===== src/hdl/assert_macros.svh =====
// Assertion macros used by the allocator datapath RTL.
`ifndef ASSERT_MACROS_SVH
`define ASSERT_MACROS_SVH

// Check that holds on every clock edge outside reset.
`define ASSERT_ALWAYS(label, expr, msg) \
    label: assert property (@(posedge clk) disable iff (!rst_n) (expr)) else $error(msg);

// Implication checked on every clock edge outside reset.
`define ASSERT_IMPLY(label, ante, cons, msg) \
    label: assert property (@(posedge clk) disable iff (!rst_n) (ante) |-> (cons)) \
        else $error(msg);

`endif


===== src/hdl/ffa_pkg.sv =====
// Types and constants of the first-fit pool allocator.
`default_nettype none

package ffa_pkg;

    localparam int START_W = 26;
    localparam int SIZE_W  = 27;
    localparam int FAIL_W  = 32;
    localparam int STAT_W  = 3;
    localparam int IN_W    = 56;
    localparam int OUT_W   = 200;

    localparam logic [SIZE_W-1:0] HDR_BYTES  = 27'd64;
    localparam logic [SIZE_W-1:0] MIN_POOL   = 27'd128;
    localparam logic [SIZE_W-1:0] POOL_LIMIT = 27'd67108864;
    localparam logic [FAIL_W-1:0] FAIL_MAX   = 32'hFFFF_FFFF;

    localparam logic [STAT_W-1:0] ST_OK        = 3'd0;
    localparam logic [STAT_W-1:0] ST_NO_POOL   = 3'd1;
    localparam logic [STAT_W-1:0] ST_EXHAUSTED = 3'd2;
    localparam logic [STAT_W-1:0] ST_OUTSIDE   = 3'd3;
    localparam logic [STAT_W-1:0] ST_NOT_START = 3'd4;
    localparam logic [STAT_W-1:0] ST_DOUBLE    = 3'd5;

    typedef struct packed {
        logic                free;
        logic [SIZE_W-1:0]   size;
        logic [START_W-1:0]  start;
    } ent_t;

    localparam int ENT_W = $bits(ent_t);

    typedef enum logic [3:0] {
        S_INIT, S_IDLE, S_CHECK, S_SCAN, S_APLAN, S_ASHIFT, S_AWNEW, S_AWCUR,
        S_FRDN, S_FRDP, S_FRDW, S_FMERGE, S_FSHIFT, S_SVINIT, S_SURV, S_DONE
    } state_t;

    typedef enum logic [3:0] {
        OP_INIT, OP_IDLE, OP_CHECK, OP_SCAN, OP_APLAN, OP_ASHIFT, OP_AWNEW, OP_AWCUR,
        OP_FRDN, OP_FRDP, OP_FRDW, OP_FMERGE, OP_FSHIFT, OP_SVINIT, OP_SURV, OP_DONE
    } op_t;

    typedef struct packed {
        logic kind_free;
        logic pre_fail;
        logic hit;
        logic hit_free;
        logic scan_end;
        logic split;
        logic pipe_done;
        logic out_free;
    } sts_t;

endpackage

`default_nettype wire


===== src/hdl/ffa_ctrl.sv =====
// Sequencer of the allocator: one request at a time through scan, update and survey.
`default_nettype none

module ffa_ctrl (
    input  wire logic          clk,
    input  wire logic          rst_n,
    input  wire logic          cfg_we,
    input  wire logic          in_fire,
    input  wire ffa_pkg::sts_t sts,
    output logic               in_ready,
    output ffa_pkg::op_t       op
);

    ffa_pkg::state_t state_reg, state_next;

    always_ff @(posedge clk or negedge rst_n)
    begin
        if (!rst_n)
        begin
            state_reg <= ffa_pkg::S_INIT;
        end
        else
        begin
            state_reg <= state_next;
        end
    end

    always_comb
    begin
        state_next = state_reg;
        case (state_reg)
            ffa_pkg::S_INIT:   state_next = ffa_pkg::S_IDLE;
            ffa_pkg::S_IDLE:   if (in_fire) state_next = ffa_pkg::S_CHECK;
            ffa_pkg::S_CHECK:
            begin
                state_next = sts.pre_fail ? ffa_pkg::S_SVINIT : ffa_pkg::S_SCAN;
            end
            ffa_pkg::S_SCAN:
            begin
                if (sts.hit)
                begin
                    if (!sts.kind_free)
                        state_next = ffa_pkg::S_APLAN;
                    else if (sts.hit_free)
                        state_next = ffa_pkg::S_SVINIT;
                    else
                        state_next = ffa_pkg::S_FRDN;
                end
                else if (sts.scan_end)
                begin
                    state_next = ffa_pkg::S_SVINIT;
                end
            end
            ffa_pkg::S_APLAN:
            begin
                state_next = sts.split ? ffa_pkg::S_ASHIFT : ffa_pkg::S_AWCUR;
            end
            ffa_pkg::S_ASHIFT: if (sts.pipe_done) state_next = ffa_pkg::S_AWNEW;
            ffa_pkg::S_AWNEW:  state_next = ffa_pkg::S_AWCUR;
            ffa_pkg::S_AWCUR:  state_next = ffa_pkg::S_SVINIT;
            ffa_pkg::S_FRDN:   state_next = ffa_pkg::S_FRDP;
            ffa_pkg::S_FRDP:   state_next = ffa_pkg::S_FRDW;
            ffa_pkg::S_FRDW:   state_next = ffa_pkg::S_FMERGE;
            ffa_pkg::S_FMERGE: state_next = ffa_pkg::S_FSHIFT;
            ffa_pkg::S_FSHIFT: if (sts.pipe_done) state_next = ffa_pkg::S_SVINIT;
            ffa_pkg::S_SVINIT: state_next = ffa_pkg::S_SURV;
            ffa_pkg::S_SURV:   if (sts.pipe_done) state_next = ffa_pkg::S_DONE;
            ffa_pkg::S_DONE:   if (sts.out_free) state_next = ffa_pkg::S_IDLE;
            default:           state_next = ffa_pkg::S_INIT;
        endcase
        if (cfg_we)
        begin
            state_next = ffa_pkg::S_INIT;
        end
    end

    always_comb
    begin
        in_ready = 1'b0;
        case (state_reg)
            ffa_pkg::S_INIT:   op = ffa_pkg::OP_INIT;
            ffa_pkg::S_IDLE:
            begin
                op       = ffa_pkg::OP_IDLE;
                in_ready = !cfg_we;
            end
            ffa_pkg::S_CHECK:  op = ffa_pkg::OP_CHECK;
            ffa_pkg::S_SCAN:   op = ffa_pkg::OP_SCAN;
            ffa_pkg::S_APLAN:  op = ffa_pkg::OP_APLAN;
            ffa_pkg::S_ASHIFT: op = ffa_pkg::OP_ASHIFT;
            ffa_pkg::S_AWNEW:  op = ffa_pkg::OP_AWNEW;
            ffa_pkg::S_AWCUR:  op = ffa_pkg::OP_AWCUR;
            ffa_pkg::S_FRDN:   op = ffa_pkg::OP_FRDN;
            ffa_pkg::S_FRDP:   op = ffa_pkg::OP_FRDP;
            ffa_pkg::S_FRDW:   op = ffa_pkg::OP_FRDW;
            ffa_pkg::S_FMERGE: op = ffa_pkg::OP_FMERGE;
            ffa_pkg::S_FSHIFT: op = ffa_pkg::OP_FSHIFT;
            ffa_pkg::S_SVINIT: op = ffa_pkg::OP_SVINIT;
            ffa_pkg::S_SURV:   op = ffa_pkg::OP_SURV;
            ffa_pkg::S_DONE:   op = ffa_pkg::OP_DONE;
            default:           op = ffa_pkg::OP_INIT;
        endcase
    end

endmodule

`default_nettype wire


===== config.mk =====
export PLATFORM = sky130hd
export DESIGN_NAME = ffa_ctrl
export DESIGN_NICKNAME = d
export VERILOG_FILES = /design/src/hdl/assert_macros.svh /design/src/hdl/ffa_pkg.sv /design/src/hdl/ffa_ctrl.sv
export SDC_FILE = /design/constraint.sdc
export NUM_CORES = 1
export LEC_CHECK = 0
export ABC_CLOCK_PERIOD_IN_PS = 1400
export BUFFER_PORTS_ARGS = -buffer_cell sky130_fd_sc_hd__buf_4
export CORE_AREA = 3 3 40 42
export DETAILED_ROUTE_END_ITERATION = 6
export DIE_AREA = 0 0 43 45
export SLEW_MARGIN = 10
export SYNTH_ARGS = -nofsm -noshare
export SYNTH_HDL_FRONTEND = slang
export SYNTH_SLANG_ARGS = --single-unit

===== constraint.sdc =====
create_clock -name clk -period 1.4 [get_ports clk]
set_input_delay 0.07 -clock clk [delete_from_list [all_inputs] [get_ports clk]]
set_output_delay 0.07 -clock clk [all_outputs]
set_load 0.01 [all_outputs]

==> results.txt <==
----------------------------------------------------
[Logic synthesis]
  Most instantiated library cell after synthesis ... sky130_fd_sc_hd__nor2_1
  Leading area contributor after synthesis ... sky130_fd_sc_hd__dfrtp_1
  Share of synthesized registers carrying an async set or reset ... 100%
  Syn Nets ... 66
  EDFF count, synth ... 0
  Register bit count reported by yosys ... 4
  Sequential cell area fraction in the yosys report ... about 23%
  Synth unique cells ... 31
  Post-Syn Area ... about 440 µm²
  Mean post-synth cell area ... between 8 and 9 µm²
  Most used DFF post-synth ... sky130_fd_sc_hd__dfrtp_1
  Cell types occupying the most area after synthesis ... sky130_fd_sc_hd__dfrtp_1 (23%), sky130_fd_sc_hd__buf_6 (7.7%), sky130_fd_sc_hd__a32o_1 (6.9%)
  Top post-synthesis cells by count ... sky130_fd_sc_hd__nor2_1 (6), sky130_fd_sc_hd__clkbuf_1 (4), sky130_fd_sc_hd__dfrtp_1 (4), sky130_fd_sc_hd__o21ai_0 (4)
  Yosys warning total ... 0
  Cell count after synthesis ... 54
  Share of Yosys cell area claimed by the top area cell type ... between 20% and 30%

[Setup path]
  Critical path depth ... 4
  Crit path kind ... reg -> reg
  Worst r2r path cells ... 4
  Endpoint of the most critical register-to-register path ... state_reg[1]$_DFFE_PN0P_
  Startpoint types ... flip-flop
  Worst path bufs/invs ... 0
  R2R Path Start ... state_reg[1]$_DFFE_PN0P_
  Critical path, cell by cell ... and3_4, a211oi_1, o211a_1, a32o_1
  Crit path required time ... roughly 1600 ps
  Largest fanout on the critical path ... 7
  Critical path's largest stage delay ... roughly 450 ps
  Timing endpoint of the critical path ... state_reg[1]$_DFFE_PN0P_
  Reg2reg setup slack ... -4 ps
  Family of cells with the greatest summed delay on the critical path ... compound AO/OA/AOI/OAI gates
  Cell at the slowest stage of the critical path ... sky130_fd_sc_hd__dfrtp_2
  Worst setup path startpoint ... state_reg[1]$_DFFE_PN0P_
  Worst EP arrival ... between 1500 and 2000 ps
  Endpoint kind of the worst setup timing path ... flip-flop

[Final layout]
  Layout overhead on the synthesized area ... 55.7%
  Number of flip-flops in the largest register ... 4
  Nets ... 93
  Share of final-layout standard cells stronger than drive strength 1 ... 57.0%
  Fin util ... a little over half
  Number of diodes added for antenna fixing ... 0

[Detailed routing]
  Number of iterations in the first detailed-routing pass ... 4
  DR iter-0 viols ... 16
  Post-detailed-routing wire length ... about 1200 µm
  Wirelength per Cell ... between 10 and 15 µm
  Remaining number of nets flagged by the antenna check after routing ... 0
  Drt drc ... 0
  Ratio of routed vias to standard cells ... ~5.4
  Vias after detailed routing ... approximately 500

[Timing]
  Final setup violation count ... 1
  Measured slew at the worst slew-check pin ... approximately 230 ps
  Worst clock skew ... roughly 0.30 ps
  Final total negative setup slack ... -3.62 ps
  Headroom to the max-slew limit ... a little over four fifths
  Unrepaired setup endpoints after global routing ... yes
  Hold_ws ... 40.6 ps
  Hold violation total from the final report ... 0
  Tmin final ... about 1400 ps
  Post-route worst setup slack ... -3.62 ps
  Pins Over Slew Limit ... 0
  Fraction of the cycle the final worst path needs ... 100%
  FMAX ... 712 MHz

[Floorplanning]
  Width of the die ... 43 µm
  Vert. Die Dim ... around 45 µm
  Number of standard-cell rows in the floorplan ... 13
  Die area ... between 0.0015 and 0.002 mm²
  IO Count ... 17
  Area of the core ... ~0.0013 mm²
  Initial core utilization ... between 30 and 40%

[Clock tree]
  TritonCTS clock tree ... built
  Clock Sinks ... 4
  Clock latency at the later pin of the worst-skew pair ... roughly 230 ps
  H-Tree Level Count ... 1
  Clock input transition at the sequential cells of the worst setup and hold paths ... approximately 40 ps
  Number of buffers added by the clock tree synthesis step ... 3
  CTS Buffer Depth ... 2
  Cell at the root of the clock tree ... sky130_fd_sc_hd__clkbuf_4

[Worst hold path]
  Class of the worst hold path ... in -> reg

[Power and ir drop]
  Highest ir drop seen on vdd ... approximately 0.24 mV
  Power density normalized to cell area ... between 600 and 700 mW/mm²
  Leakage power summed over all cells ... 0.321 nW
  Fraction of power consumed by the clock network ... between 30% and 40%
  Total design power ... roughly 0.44 mW
  Sequential share of power ... just over 30%
  Part of the power in combinational logic ... a little under two fifths
  Cell internal pwr ... roughly 0.31 mW
  Switching Share ... ~29%
  Switching power of the nets ... 0.125 mW

[Placement]
  Worst slack at placement ... -61.4 ps
  Half-perimeter wire length after detailed placement ... between 700 and 800 µm
  Final estimated routing congestion in global placement ... about 0.8
  Number of port buffers ... 16

[Status]
  Status ... finished with violations
  Violated checks ... negative setup slack

[Flow run]
  Reported max-cap violation count ... 0

[Global routing]
  Maximum number of pins on one net before global-route repair ... 10
  Global-route wire length before repair ... between 1500 and 2000 µm
  Total global-route track usage ... between 10% and 20%
  Final global-route overflow total ... 0
  Number of antenna violations at the first check in global routing ... 0
  Via count of the first global-routing pass ... around 430

----------------------------------------------------
## worst min-delay path by stage
stage | startpoint | end | slack, ps | depth (start not counted)
after floorplan | rst_n | state_reg[0]$_DFFE_PN0P_ | -230 | 0
after global placement | rst_n | state_reg[3]$_DFFE_PN0P_ | -130 | 1
after detailed placement | rst_n | state_reg[1]$_DFFE_PN0P_ | -130 | 1
after CTS | cfg_we | state_reg[0]$_DFFE_PN0P_ | 30 | 2
after global routing | cfg_we | state_reg[0]$_DFFE_PN0P_ | 60 | 2
final | cfg_we | state_reg[0]$_DFFE_PN0P_ | 40 | 2
## logic make-up (layout without fill, tap and decap cells)
logic type / count (synthesis) / in the layout / share of synthesized area [%]
AND/OR/NAND/NOR: 24 / 24 / 32.9
flip-flops: 4 / 4 / 22.9
buffers and inverters: 8 / 33 / 12.9
AO/OA/AOI/OAI: 18 / 18 / 31.4
## per-layer routing
metal	GRT usage [%]	part of all wire [%]
met3	3.19	10
met1	13.6	38
met2	20.1	51
met5	0	0
met4	7.23	0
## worst reg2reg max path, stage by stage (launching register included)
cell and delay, ps:
sky130_fd_sc_hd__dfrtp_2 450, sky130_fd_sc_hd__and3_4 210, sky130_fd_sc_hd__a211oi_1 250, sky130_fd_sc_hd__o211a_1 250
sky130_fd_sc_hd__a32o_1 180
## through the flow
| step | std cells | instance area (µm²) |
|---|---|---|
| final | 94 | 682 |
| after global routing | 94 | 682 |
| after CTS | 92 | 637 |
| after detailed placement | 85 | 581 |
| after global placement | 85 | 581 |
| after floorplan | 54 | 438 |
## cell type report
| type | instances | area, µm² |
|---|---|---|
| fill | 131 | 603 |
| multi-input combinational | 42 | 305 |
| timing repair buffer | 30 | 231 |
| sequential | 4 | 104 |
| clock buffer | 3 | 22.5 |
| tap | 15 | 18.8 |
## cells in the final DEF (no fill, tap or decap)
cell	count
sky130_fd_sc_hd__a211oi_1	1
sky130_fd_sc_hd__a21o_2	1
sky130_fd_sc_hd__a21oi_1	2
sky130_fd_sc_hd__a21oi_2	1
sky130_fd_sc_hd__a311oi_1	1
sky130_fd_sc_hd__a32o_1	3
sky130_fd_sc_hd__and3_4	1
sky130_fd_sc_hd__and4b_1	1
sky130_fd_sc_hd__buf_4	28
sky130_fd_sc_hd__buf_6	1
sky130_fd_sc_hd__clkbuf_4	3
sky130_fd_sc_hd__dfrtp_1	1
sky130_fd_sc_hd__dfrtp_2	3
sky130_fd_sc_hd__dlygate4sd3_1	1
sky130_fd_sc_hd__nand2_1	2
sky130_fd_sc_hd__nand2_2	1
sky130_fd_sc_hd__nand2b_1	2
sky130_fd_sc_hd__nand2b_4	1
sky130_fd_sc_hd__nand3_1	1
sky130_fd_sc_hd__nand3b_1	1
sky130_fd_sc_hd__nor2_1	6
sky130_fd_sc_hd__nor2_4	1
sky130_fd_sc_hd__nor2b_1	2
sky130_fd_sc_hd__nor2b_2	1
sky130_fd_sc_hd__nor3_1	1
sky130_fd_sc_hd__nor3b_2	1
sky130_fd_sc_hd__nor4_1	1
sky130_fd_sc_hd__nor4b_1	1
sky130_fd_sc_hd__o211a_1	1
sky130_fd_sc_hd__o21ai_0	3
sky130_fd_sc_hd__o21ai_1	1
sky130_fd_sc_hd__o21ai_2	1
sky130_fd_sc_hd__o21bai_1	1
sky130_fd_sc_hd__o221ai_2	1
sky130_fd_sc_hd__o31a_1	1
## timing repair
item                                    4_1_cts  5_1_grt
resized for setup                             3        9
buffers inserted                              3        2
endpoints found under the setup margin        3        3
hold endpoints to repair                      4        0
pin swaps                                     1        5
hold buffers                                  1        0
## power by group through the flow
stage	sequential [mW]	combinational, mW	clock (mW)
floorplan	0.131	0.0855	0
global placement	0.139	0.141	0
detailed placement	0.138	0.141	0
CTS	0.136	0.148	0.145
global route	0.137	0.175	0.145
finish	0.136	0.161	0.141
Power figures use the tool's default switching activity.
